===== src/design/iwei_pkg.sv =====
`timescale 1ns / 1ps
// ----------------------------------------------------------------------------
// iwei_pkg
// Shared types and constants of the inertial sample window extractor.
// ----------------------------------------------------------------------------
package iwei_pkg;

  localparam int QUEUE_DEPTH = 32;
  localparam int CNT_W       = $clog2(QUEUE_DEPTH + 1);
  localparam int NUM_AXES    = 6;
  localparam int AXIS_W      = $clog2(NUM_AXES);
  // the interpolation quotient is smaller in magnitude than the axis difference
  localparam int QUO_W       = 17;
  localparam int DIV_CNT_W   = $clog2(QUO_W);

  typedef enum logic {
    REQ_PUSH   = 1'b0,
    REQ_WINDOW = 1'b1
  } req_e;

  typedef enum logic [1:0] {
    ST_OK         = 2'd0,
    ST_NOT_READY  = 2'd1,
    ST_BAD_WINDOW = 2'd2,
    ST_OVERFLOW   = 2'd3
  } status_e;

  // v: acc x, y, z then gyr x, y, z
  typedef struct packed {
    logic [31:0]                t;
    logic [NUM_AXES-1:0][15:0]  v;
  } sample_t;

endpackage


===== src/design/iwei_cell.sv =====
`timescale 1ns / 1ps
// ----------------------------------------------------------------------------
// iwei_cell
// One queue slot: loads a pushed sample or takes the word of its neighbour.
// ----------------------------------------------------------------------------
module iwei_cell (
  input  logic             clk_i,
  input  logic             shift_i,
  input  logic             write_i,
  input  iwei_pkg::sample_t wdata_i,
  input  iwei_pkg::sample_t next_i,
  output iwei_pkg::sample_t data_o
);
  import iwei_pkg::*;

  sample_t data_q, data_d;

  // load on push, advance towards the head on pop, else hold
  always_comb begin
    if (write_i) begin
      data_d = wdata_i;
    end else if (shift_i) begin
      data_d = next_i;
    end else begin
      data_d = data_q;
    end
  end

  always_ff @(posedge clk_i) begin
    data_q <= data_d;
  end

  assign data_o = data_q;

endmodule


===== config.mk =====
export PLATFORM = sky130hd
export DESIGN_NAME = iwei_cell
export DESIGN_NICKNAME = d
export VERILOG_FILES = /design/src/design/iwei_pkg.sv /design/src/design/iwei_cell.sv
export SDC_FILE = /design/constraint.sdc
export NUM_CORES = 1
export LEC_CHECK = 0
export BUFFER_PORTS_ARGS = -buffer_cell sky130_fd_sc_hd__buf_2
export CORE_AREA = 2 2 152 154
export DETAILED_ROUTE_END_ITERATION = 7
export DIE_AREA = 0 0 154 156
export HOLD_SLACK_MARGIN = 0.12
export PLACE_DENSITY = 0.58
export SYNTH_ARGS = -nofsm -noshare
export SYNTH_HDL_FRONTEND = slang
export SYNTH_SLANG_ARGS = --single-unit

===== constraint.sdc =====
create_clock -name clk_i -period 3.7 [get_ports clk_i]
set_clock_uncertainty 0.2 [all_clocks]
set_input_delay 0.555 -clock clk_i [delete_from_list [all_inputs] [get_ports clk_i]]
set_output_delay 0.555 -clock clk_i [all_outputs]
set_load 0.005 [all_outputs]

## Word level (Yosys, flattened, before mapping)

Index checks and enable logic that the tools add are counted.

- Equal/unequal tests: 0
- Multiply operators: 0
- Reductions and logical operators: 1
- Mux-type cells: 2
- Order comparisons: 0
- Div/mod/pow operators: 0
- Bitwise logic cells: 0
- Shifts and indexed selects: 0
- Add/subtract/negate cells: 0

Operator list:

| operator | count |
|---|---|
| 128-bit 2-to-1 mux | 2 |
| 2-bit nonzero test | 1 |

- ROM bits: 0
- Word-level logic and storage cells: 10
- Input port bits: 259
- Memory bits (writable): 0
- Latch bits: 0
- Flip-flop bits (word level): 128
- Memories: 0

## Depth between registers and ports, before layout

- Word-level depth: 2
- Gate-level depth with buffers: 3
- Mapped depth without buffers: 1

## Worst setup path before layout

No wires, ideal clock.

- Path type: input-to-reg
- Start: input write_i
- End: register data_q, in the netlist data_o[0] (enable)
- Arrival: 2.403 ns
- Path buffers: 2
- Library setup time: 0.433 ns
- Stages on the path: 3
- Slack: 0.664 ns
- Path through: buf_6 -> buf_6 -> or2_2

- Cells in the longest elaborated chain, start to end: 1

RTL lines:

| element | line | source |
|---|---|---|
| start: declaration | iwei_cell.sv:9 | `input logic write_i,` |
| 2-bit nonzero test (no source line) | n/a |  |
| end signal: assignment | iwei_cell.sv:30 | `data_q <= data_d;` |
| end: declaration | iwei_cell.sv:16 | `sample_t data_q, data_d;` |

Every way passes these cells.
A chain may end at the register's enable or synchronous reset.

==> metrics.md <==
| Metric | Value |
|---|---|
| Outcome | completed |
| Pin count of the biggest net entering global routing | 66 |
| Actual slew at the worst max-slew pin | 742 ps |
| Vias | 3,880 |
| Avg WL per Cell | 15.3 um |
| Die Span X | between 150 and 200 um |
| Total GRT Usage | 0.116 |
| Post-CTS sizing | 0 |
| Min-delay src | wdata_i[42] |
| Clock Tree Root | clkbuf_16 |
| Crit path DAT | around 1800 ps |
| Worst setup EP type | flop |
| Syn Std Cell Area | about 5400 um^2 |
| Max cap viols | 0 |
| Tcrit/Tclk final | 0.501 |
| I/O pin cnt | about 390 |
| Synth Register Bits | 128 |
| Sequential share of the synthesized area | 0.706 |
| Initial antenna violation count | 0 |
| Max Clock Freq | 0.540 GHz |
| Hold Vio Cnt, Final | 0 |
| Total global routing overflow | 0 |
| Residual DRC count | 0 |
| Worst-path fanout max | 57 |
| CP startpoint | write_i |
| DRC marker count from the first detailed-route iteration | 168 |
| PwrDens | 494 nW/um^2 |
| Core area | 22,400 um^2 |
| Worst Path Required | between 3000 and 4000 ps |
| CTS tree | yes |
| Synth-to-Final Area Change | 52.0% |
| Unrepaired setup endpoints after global routing | no |
| Mapped Cells | around 270 |
| # fillers | between 2,000 and 2,500 |
| PnR worst setup slack | ~1800 ps |
| Via density | 4.02 |
| Die Y-Extent | 156 um |
| Max VDD drop | about 240 uV |
| N_diodes | 0 |
| Total clock buffers created by CTS | 17 |
| Crit path launch type | input pin |
| Max clock buf depth | 2 |
| Max-slew headroom | 0.505 |
| Setup-failing EPs final | 0 |
| PortBufs | 386 |
| HPWL after DPL | 11,100 um |
| Max Transition Viols Final | 0 |
| Share of cells above drive strength 1 | 0.807 |
| Synth unique cells | 5 |
| Worst Hold Path EP | data_o[42] |
| Final nets | 925 |
| Setup Fix Bufs, Post-CTS | 0 |
| Routed Antenna Nets | 0 |
| Total power | about 4 mW |
| Hold depth | 2 |
| Syn_nets | 530 |
| Leakage | roughly 3.7 nW |
| Max FFs per register | about 130 |
| Detailed Route WL | about 15,000 um |
| Syn_area_per_cell | between 20 and 25 um^2 |
| Row count | 55 |
| Starting Density | 0.243 |
| Drt first pass iters | 6 |
| Setup TNS | 0 ps |
| H-Tree Depth | 4 |
| Gpl congestion | 0.750 |
| Cts hold-fix bufs | 0 |
| Area of the die | 24,000 um^2 |
| Yosys warns | 0 |
| Vias in the first global route | about 3,900 |
| Clock transition at path regs | 60 ps |
| Dpl ws | 1400 ps |
| Tmin final | 1850 ps |
| Hold_ws | 245 ps |
| Crit Path Class | in2reg |
| Num Clock Sinks | 128 |
| Worst Hold Class | in2reg |
| Global-route wire length before repair | between 20,000 and 25,000 um |
[cells in the mapped netlist (all sizes together)]
master	count	share of area
or2	1	0.0012
mux2	128	0.26
edfxtp	128	0.71
buf	14	0.028
[how the worst max path moves through the flow]
| stage | endpoint | depth (start not counted) |
|---|---|---|
| floorplan | data_o[0] | 3 |
| global placement | data_o[21] | 3 |
| detailed placement | data_o[72] | 3 |
| CTS | data_o[33] | 3 |
| global route | data_o[33] | 3 |
| finish | data_o[33] | 3 |
[report_power, final]
group	leakage, nW	total (mW)	internal (mW)	switching [mW]
sequential	1.30	1.82	1.78	0.0367
combinational	2.06	0.508	0.298	0.210
clock	0.292	1.76	1.13	0.634
total	3.65	4.09	3.21	0.881
[routing by layer]
layer	global-route usage	up-vias	share of wire
met5	0	-	0
met4	0.0432	0	0.016
met3	0.0353	13	0.072
met2	0.204	201	0.52
met1	0.132	1799	0.39
li1	-	1867	-
[logic make-up (layout without fill, tap and decap cells)]
kind of cell / count (synthesis) / in the layout / share of synthesized area
simple gates: 1 / 1 / 0.00115
mux: 128 / 128 / 0.265
flops: 128 / 128 / 0.706
buf+inv: 14 / 422 / 0.0278
[critical path, cell delays in order]
cell	delay, ps
buf_4	170
buf_4	590
mux2_2	420
[layout by cell type, fill, tap and decap left out, drive strengths merged]
cell      count
buf         390
or2           1
inv           1
clkinv        6
mux2        128
bufinv        4
clkbuf       18
edfxtp      128
clkinvlp      3
[layout make-up]
type                       instances  area (um^2)  share of cell area
clock buffer                      18          429              0.0519
clock inverter                    14          190              0.0230
multi-input combinational        129         1450               0.175
sequential                       128         3840               0.465
tap                              285          357              0.0431
timing repair buffer             390         2000               0.242
[metrics by stage]
step | instances | util | cell area [um^2]
after floorplan | 271 | - | 5440
after global placement | 932 | 0.342 | 7650
after detailed placement | 932 | 0.342 | 7650
after CTS | 964 | 0.370 | 8270
after global routing | 964 | 0.370 | 8270
final | 964 | 0.370 | 8270
Note: power is estimated with default switching activity, not from simulation.
