--- config.mk ---
export PLATFORM = sky130hd
export DESIGN_NAME = iwei_interp
export DESIGN_NICKNAME = d
export VERILOG_FILES = /design/src/design/iwei_pkg.sv /design/src/design/iwei_interp.sv
export SDC_FILE = /design/constraint.sdc
export NUM_CORES = 2
export LEC_CHECK = 0
export ABC_CLOCK_PERIOD_IN_PS = 15700
export BUFFER_PORTS_ARGS = -buffer_cell sky130_fd_sc_hd__buf_2
export CORE_MARGIN = 4
export CORE_UTILIZATION = 46
export CTS_BUF_LIST = sky130_fd_sc_hd__clkbuf_8 sky130_fd_sc_hd__clkbuf_16
export CTS_CLUSTER_DIAMETER = 80
export DETAILED_ROUTE_END_ITERATION = 8
export MAX_ROUTING_LAYER = met4
export PLACE_DENSITY = 0.76
export SYNTH_ARGS = -nofsm -noshare
export SYNTH_HDL_FRONTEND = slang
export SYNTH_SLANG_ARGS = --single-unit
--- constraint.sdc ---
create_clock -name clk_i -period 15.7 [get_ports clk_i]
set_input_delay 0.785 -clock clk_i [delete_from_list [all_inputs] [get_ports clk_i]]
set_output_delay 0.785 -clock clk_i [all_outputs]
set_load 0.005 [all_outputs]
--- src/design/iwei_pkg.sv ---
`timescale 1ns / 1ps
// ----------------------------------------------------------------------------
// iwei_pkg
// Shared types and constants of the inertial sample window extractor.
// ----------------------------------------------------------------------------
package iwei_pkg;

  localparam int QUEUE_DEPTH = 32;
  localparam int CNT_W       = $clog2(QUEUE_DEPTH + 1);
  localparam int NUM_AXES    = 6;
  localparam int AXIS_W      = $clog2(NUM_AXES);
  // the interpolation quotient is smaller in magnitude than the axis difference
  localparam int QUO_W       = 17;
  localparam int DIV_CNT_W   = $clog2(QUO_W);

  typedef enum logic {
    REQ_PUSH   = 1'b0,
    REQ_WINDOW = 1'b1
  } req_e;

  typedef enum logic [1:0] {
    ST_OK         = 2'd0,
    ST_NOT_READY  = 2'd1,
    ST_BAD_WINDOW = 2'd2,
    ST_OVERFLOW   = 2'd3
  } status_e;

  // v: acc x, y, z then gyr x, y, z
  typedef struct packed {
    logic [31:0]                t;
    logic [NUM_AXES-1:0][15:0]  v;
  } sample_t;

endpackage

--- src/design/iwei_interp.sv ---
`timescale 1ns / 1ps
// ----------------------------------------------------------------------------
// iwei_interp
// Linear interpolation of the six axes with one shared multiplier and a
// bit-serial divider; quotient truncated toward zero.
// ----------------------------------------------------------------------------
module iwei_interp (
  input  logic                                 clk_i,
  input  logic                                 rst_ni,
  input  logic                                 start_i,
  input  iwei_pkg::sample_t                    prev_i,
  input  iwei_pkg::sample_t                    next_i,
  input  logic [31:0]                          end_i,
  output logic                                 done_o,
  output logic [iwei_pkg::NUM_AXES-1:0][15:0]  result_o
);
  import iwei_pkg::*;

  typedef enum logic [2:0] {
    IP_IDLE, IP_MUL, IP_ABS, IP_DIV, IP_ACC
  } ip_state_e;

  ip_state_e                 state_q;
  logic [AXIS_W-1:0]         axis_q;
  logic [DIV_CNT_W-1:0]      cnt_q;
  logic signed [49:0]        prod_q;
  logic                      neg_q;
  logic [31:0]               rem_q;
  logic [QUO_W-1:0]          dvd_q;
  logic [QUO_W-1:0]          quo_q;
  logic                      done_q;
  logic [NUM_AXES-1:0][15:0] res_q;

  logic [31:0]        num;
  logic [31:0]        den;
  logic signed [16:0] diff;
  logic signed [49:0] prod_d;
  logic [49:0]        mag;
  logic [33:0]        trial;
  logic [QUO_W-1:0]   quo_s;

  // distance to the end time and span between the two samples
  assign num  = end_i - prev_i.t;
  assign den  = next_i.t - prev_i.t;
  assign diff = $signed({next_i.v[axis_q][15], next_i.v[axis_q]})
              - $signed({prev_i.v[axis_q][15], prev_i.v[axis_q]});
  assign prod_d = diff * $signed({1'b0, num});
  assign mag    = prod_q[49] ? 50'(-prod_q) : 50'(prod_q);
  assign trial  = {1'b0, rem_q, dvd_q[QUO_W-1]} - {2'b00, den};
  assign quo_s  = neg_q ? QUO_W'(-quo_q) : quo_q;

  always_ff @(posedge clk_i or negedge rst_ni) begin
    if (!rst_ni) begin
      state_q <= IP_IDLE;
      axis_q  <= '0;
      cnt_q   <= '0;
      done_q  <= 1'b0;
    end else begin
      done_q <= 1'b0;
      case (state_q)
        IP_IDLE: begin
          if (start_i) begin
            axis_q  <= '0;
            state_q <= IP_MUL;
          end
        end
        IP_MUL: begin
          prod_q  <= prod_d;
          state_q <= IP_ABS;
        end
        // split magnitude: the upper part is already below the divisor
        IP_ABS: begin
          neg_q   <= prod_q[49];
          rem_q   <= mag[48:QUO_W];
          dvd_q   <= mag[QUO_W-1:0];
          quo_q   <= '0;
          cnt_q   <= '0;
          state_q <= IP_DIV;
        end
        // one quotient bit per cycle
        IP_DIV: begin
          if (!trial[33]) begin
            rem_q <= trial[31:0];
          end else begin
            rem_q <= {rem_q[30:0], dvd_q[QUO_W-1]};
          end
          quo_q <= {quo_q[QUO_W-2:0], ~trial[33]};
          dvd_q <= {dvd_q[QUO_W-2:0], 1'b0};
          cnt_q <= cnt_q + 1'b1;
          if (cnt_q == DIV_CNT_W'(QUO_W - 1)) begin
            state_q <= IP_ACC;
          end
        end
        IP_ACC: begin
          res_q[axis_q] <= prev_i.v[axis_q] + quo_s[15:0];
          if (axis_q == AXIS_W'(NUM_AXES - 1)) begin
            done_q  <= 1'b1;
            state_q <= IP_IDLE;
          end else begin
            axis_q  <= axis_q + 1'b1;
            state_q <= IP_MUL;
          end
        end
        default: state_q <= IP_IDLE;
      endcase
    end
  end

  assign done_o   = done_q;
  assign result_o = res_q;

endmodule

Word level (Yosys, flattened, before mapping)
Cells that the tools add are included.
{ "classes": {"magnitude_cmp": 2, "n_addsub": 9, "eq_ne": 9, "n_mul": 1, "n_bitwise": 1, "n_reduce_logical": 10, "muxes": 23} }
{ "op_table": {"columns": ["cell", "count"], "rows": [
  ["binary-select mux 16 bit (select 3 bit)", 2],
  ["bitwise mux 96 bit", 1],
  ["2-to-1 mux 16 bit", 4],
  ["case mux 32 bit (2 select lines)", 1],
  ["subtractor 32 bit", 2],
  ["multiplier 17 x 33 -> 50 bit", 1],
  ["2-to-1 mux 49 bit", 1],
  ["negation 49 bit", 1],
  ["demux 16 bit (select 3 bit)", 1],
  ["case mux 17 bit (2 select lines)", 1],
  ["subtractor 33 x 32 -> 34 bit", 1],
  ["2-to-1 mux 32 bit", 1],
  ["case mux 16 bit (2 select lines)", 1],
  ["subtractor 16 x 16 -> 17 bit", 1],
  ["adder 16 bit", 1],
  ["negation 16 bit", 1],
  ["case mux 3 bit (5 select lines)", 1],
  ["2-to-1 mux 3 bit", 4],
  ["case mux 5 bit (2 select lines)", 1],
  ["AND reduction 2 bit", 5],
  ["== test 3 x 2 -> 1 bit, second input constant", 2],
  ["== test 3 bit, second input constant", 2],
  ["inequality test 2 bit, second input constant", 3],
  ["case mux 3 bit (2 select lines)", 1],
  ["other kinds (12)", 15]
]} }
{ "word_totals": {"in_bits": 291, "regBits": 224, "wordCells": 70, "out_inout_bits": 97} }

Longest topological paths before layout
{ "logic_depth": {"ltp_word": 5, "ltp_mapped": 42, "ltp_nobuf": 39} }

Worst setup path after synthesis
OpenSTA, ideal clock, no wires.
{ "synth_path": {"path_type": "flip-flop to flip-flop", "from": "reg axis_q[0]", "to": "reg prod_q[42] (data pin)", "path_buffers": 3, "period_less_slack_ns": 10.533, "required_ns": 15.434, "t_arrival_ns": 10.268, "path_slack_ns": 5.167, "setup_time_ns": 0.266, "stages_incl_launch_ff": 39, "cell_sequence": "dfrtp_1 > clkbuf_1 > nor3b_1 > clkbuf_1 > buf_1 > a22oi_1 > nand3_1 > ha_1 > inv_1 > fa_1 > a21o_1 > a21oi_1 > o21ai_0 > a31oi_1 > o21ai_0 > a21oi_1 > o21bai_1 > a21o_1 > [... 3 more ...] > fa_1 > fa_1 > fa_1 > fa_1 > inv_1 > fa_1 > inv_1 > ha_1 > a21o_1 > a21o_1 > a21o_1 > or3_1 > o221ai_1 > o21bai_1 > a41oi_1 > a21boi_0 > o41ai_1 > xnor2_1"} }
{ "synth_between": {"elab_chain_len": 4, "word_cells_on_any_way": 6, "cone_classes": "add/sub: 1; mul: 1; mux: 4"} }
{ "synth_lines": {"columns": ["item", "line_no", "rtl"], "rows": [
  ["start, declared", "iwei_interp.sv:24", "logic [AXIS_W-1:0] axis_q;"],
  ["start signal, assigned", "iwei_interp.sv:100", "axis_q <= axis_q + 1'b1;"],
  ["binary-select mux 16 bit (select 3 bit) (on tied branches)", "iwei_interp.sv:45, iwei_interp.sv:46", null],
  ["2-to-1 mux 16 bit (on tied branches)", "iwei_interp.sv:45, iwei_interp.sv:46", null],
  ["subtractor 16 x 16 -> 17 bit *", "iwei_interp.sv:46", "- $signed({prev_i.v[axis_q][15], prev_i.v[axis_q]});"],
  ["multiplier 17 x 33 -> 50 bit *", "iwei_interp.sv:47", "assign prod_d = diff * $signed({1'b0, num});"],
  ["named net prod_d[42]", "iwei_interp.sv:37", "logic signed [49:0] prod_d;"],
  ["end signal, assigned", "iwei_interp.sv:68", "prod_q <= prod_d;"],
  ["end, declared", "iwei_interp.sv:26", "logic signed [49:0] prod_q;"]
]} }
The timed path passes the listed nets; every way through them passes the cells marked *. The select of a mux whose other input is x is not followed.
A chain may end at the register's enable or synchronous reset.

Worst setup path after layout
{ "layout_path": {"from": "reg axis_q[2]", "to": "reg prod_q[42] (data pin)"} }
The elaborated chain is that of the path after synthesis.

==> results.md <==
| Stage | Quantity | Value |
| --- | --- | --- |
| sta | Worst clock skew | 0.0163 ns |
| detailed routing | Violation count after the first detailed-route iteration | 2616 |
| worst setup path | Category of the critical setup timing path | reg -> reg |
| worst setup path | Category of the worst setup path launch point | flop |
| worst setup path | Type of destination of the critical path | flop |
| sta | Final critical-path required period | 11.67 ns |
| grt | Maximum number of pins on one net before global-route repair | 67 |
| clock network | Clock tree from TritonCTS | yes |
| clock network | Post-CTS setup buffer count | 0 |
| sta | Setup repair after global routing missed its margin | no |
| detailed routing | DRC violation count after routing | 0 |
| final layout | Area growth from synthesis to layout | 12.0% |
| synth | Simple-Gate Fraction of Synth Area | 0.142 |
| floorplan | Area of the placeable core | 73000 µm² |
| grt | Number of global-route vias before repair | 28300 |
| final layout | Share of layout cells above drive strength 1 | 0.134 |
| floorplan | Full die area | 77900 µm² |
| detailed routing | Residual antenna-violating net count after detailed routing | 0 |
| floorplan | Floorplan die height | 279 µm |
| sta | Worst slew margin relative to its limit | 0.179 |
| clock network | Number of cells upsized or downsized after cts | 0 |
| worst setup path | Stage delay of the slowest cell on the critical path | 0.83 ns |
| detailed routing | Aggregate routed wire length | 107 mm |
| clock network | Hold-fix buffers, CTS | 0 |
| clock network | Count of H-tree levels built during CTS | 1 |
| sta | Final total negative setup slack | 0 ns |
| floorplan | Top Ports | 388 |
| clock network | Clock Sinks | 224 |
| synth | Number of flops mapped to enable cells by yosys | 212 |
| final layout | Area taken by flip-flops and latches | 6670 µm² |
| outcome | Outcome | finished, final reports clean |
| sta | Worst-margin pin slew | 1.23 ns |
| placed design | Worst slack at placement | 4.07 ns |
| synth | Combinational family with the most area after synthesis | adder cells |
| clock network | Clk slew on worst S/H paths | 0.07 ns |
| floorplan | Row cnt | 99 |
| worst setup path | Start point of the critical path | axis_q[2] |
| sta | Hold Violations, Final | 0 |
| synth | XOR/XNOR Fraction of Synth Area | 0.0601 |
| placed design | HPWL after DPL | 88.3 mm |
| synth | YS warnings | 0 |
| synth | Netlist cell types | 71 |
| final layout | Area of combinational cells with multiple inputs | 24300 µm² |
| worst setup path | Critical path required time | 15.96 ns |
| grt | Total global-route track usage | 0.279 |
| synth | Mux share of post-synthesis cell area | 0.00414 |
| synth | Syn_nets | 4766 |
| sta | Final critical-path share of the clock period | 0.743 |
| synth | Most common flop cell mapped by yosys | edfxtp_1 |
| worst setup path | Critical path's slowest cell | nor3b_2 |
| final layout | Count of fill cells added during filler insertion | 6618 |
| sta | Final setup vio count | 0 |
| final layout | Final #Nets | 5114 |
| sta | Upper clock frequency limit | 85.7 MHz |
| detailed routing | Detailed-router iteration count before antenna repair | 6 |
| grt | Number of antenna violations at the first check in global routing | 2 |
| clock network | Buffer cell driving the clock tree root | clkbuf_16 |
| grt | GRT Residual Overflow | 0 |
| synth | Share of flip-flops with an asynchronous set or reset after synthesis | 0.0536 |
| synth | Post-Synthesis Cells | 3734 |
| floorplan | Die X | 279 µm |
| clock network | Clock Path Buffers | 3 |
| clock network | Num CTS Buffers | 21 |
| worst setup path | Setup slack on the worst flop-to-flop path | 4.03 ns |
| synth | Post-synthesis share of cell area spent on full adders, half adders and majority gates | 0.375 |
| worst setup path | Endpoint arrival time on the critical path | 11.93 ns |
| synth | Average instance area after synthesis | 9.05 µm² |
| detailed routing | Overall via count from detail_route | 28100 |
| placed design | Gpl congestion | 0.996 |
| worst hold path | Hold Path Class | in -> async |
| synth | Cell area after technology mapping | 33800 µm² |
| clock network | Insertion delay to the later sink of the worst-skew pair | 0.51 ns |
| worst setup path | Largest fanout of any net on the critical path | 25 |
| synth | Number of synthesized register bits | 224 |
| worst setup path | Most used cell, CP | fa_1 |
| detailed routing | Detailed-route wire length per cell | 21.1 µm |
| worst setup path | Reg-to-reg startpoint | axis_q[2] |
| floorplan | Effective utilization at floorplan | 0.463 |
| synth | Sequential fraction of the synthesis area | 0.197 |
| placed design | Port Buf Inserts | 387 |
| run | Count of max-cap constraint violations | 0 |
| sta | Count of pins over their slew limit | 0 |
| detailed routing | Via density | 5.55 |
| synth | Complex-gate fraction of the synthesized area | 0.132 |
| grt | Global-route wire length before repair | 166 mm |
| sta | Least setup slack across all paths after layout | 4.03 ns |
## cell usage after synthesis, drive strengths merged, types with 8 or more instances
cell type | instances | area (µm²)
inv | 667 | 2500
nand2 | 472 | 1770
fa | 454 | 9090
ha | 287 | 3590
nor2 | 214 | 811
edfxtp | 212 | 6370
a21oi | 162 | 811
xnor2 | 140 | 1230
clkbuf | 130 | 488
o21ai | 124 | 621
and2 | 103 | 644
xor2 | 92 | 806
a21o | 80 | 601
nand3 | 59 | 305
a22oi | 51 | 383
nor2b | 44 | 275
nand2b | 43 | 269
nor3 | 38 | 190
o31ai | 29 | 231
a221oi | 23 | 201
a211oi | 22 | 165
a221o | 22 | 220
o21bai | 22 | 165
o21a | 21 | 158
a22o | 18 | 158
a31oi | 18 | 113
or3 | 15 | 98.8
mux2i | 14 | 140
nand4 | 14 | 87.6
dfrtp | 12 | 300
o41ai | 12 | 105
or4 | 11 | 93.8
buf | 10 | 40.0
a21boi | 9 | 67.6
nor4 | 8 | 50.1
## cell usage in the layout (no fill, tap or decap), types with 8 or more instances in the layout
master,n
a22o_1,18
xor2_1,84
inv_1,671
nor2b_1,44
nand4_1,14
a221oi_1,23
or3_1,14
a221o_1,22
nand3_1,57
clkbuf_16,21
xnor2_2,9
edfxtp_1,212
nand2_1,472
dfrtp_1,12
a21oi_1,162
a211oi_1,22
a21o_1,80
and2_1,103
nor2_1,209
buf_4,78
o21bai_1,22
o21ai_0,123
a31oi_1,17
mux2i_1,14
xnor2_1,131
o21a_1,21
o41ai_1,12
ha_1,287
xor2_2,8
buf_2,387
a21boi_0,8
fa_1,454
nor3_1,34
o31ai_1,28
or4_1,8
nand2b_1,43
a22oi_1,51
## sequential cells by signal, indices dropped and copies added, names as in the netlist
register / flops
axis_q: 3
cnt_q: 5
done_o: 1
dvd_q: 17
neg_q: 1
prod_q: 50
quo_q: 16
rem_q: 32
result_o: 96
state_q: 3
## final cells by class
cell class / count / area share
Timing Repair Buffer: 465 / 0.0666
Antenna cell: 2 / 0.000132
Clock buffer: 24 / 0.0150
Tap cell: 959 / 0.0317
Clock inverter: 14 / 0.00215
Inverter: 668 / 0.0662
Multi-Input combinational cell: 2702 / 0.642
Sequential cell: 224 / 0.176
## final timing paths
path                         endpoint  cells past startpoint
max                        prod_q[42]                     36
min                        state_q[2]                      1
max reg2reg                prod_q[42]                     36
min reg2reg                     neg_q                      0
max in group asynchronous    cnt_q[4]                      1
min in group clk_i              neg_q                      0
## layer usage
layer  up-vias  share of wire  GRT usage
met5         -              0          -
met4         0          0.023     0.0600
met3       139          0.094     0.0472
met2      1272           0.45      0.426
met1     13800           0.43      0.393
li1      12900              -          -
## critical path: cells and delay by family (launching register included)
kind,cells,cell delay [ns]
DFF,1,0.66
adders and majority gates,8,3.92
AOI/OAI and AO/OA,17,4.17
and+or+nand+nor,3,1.28
buffers and inverters,6,1.06
xor gates and xnor gates,2,0.27
## through the flow
stage               utilization  hold slack [ns]  cells  area [µm²]
CTS                       0.519            0.173   5056       37900
finish                    0.519            0.187   5058       37900
detailed placement        0.510            0.463   5018       37200
global placement          0.510            0.460   5018       37200
floorplan                     -            0.467   3734       33800
global route              0.519            0.203   5058       37900
## logic make-up (layout without fill, tap and decap cells)
group / Yosys count / count (layout)
other cells: 0 / 2
fa+ha+maj: 741 / 741
buf+inv: 808 / 1171
simple gates: 1048 / 1048
compound gates: 667 / 667
flops: 224 / 224
mux: 14 / 14
xor+xnor: 232 / 232
Power is left out: the tool's default activity adds up to more than one toggle a clock period on the data nets, which glitch-free logic cannot reach.
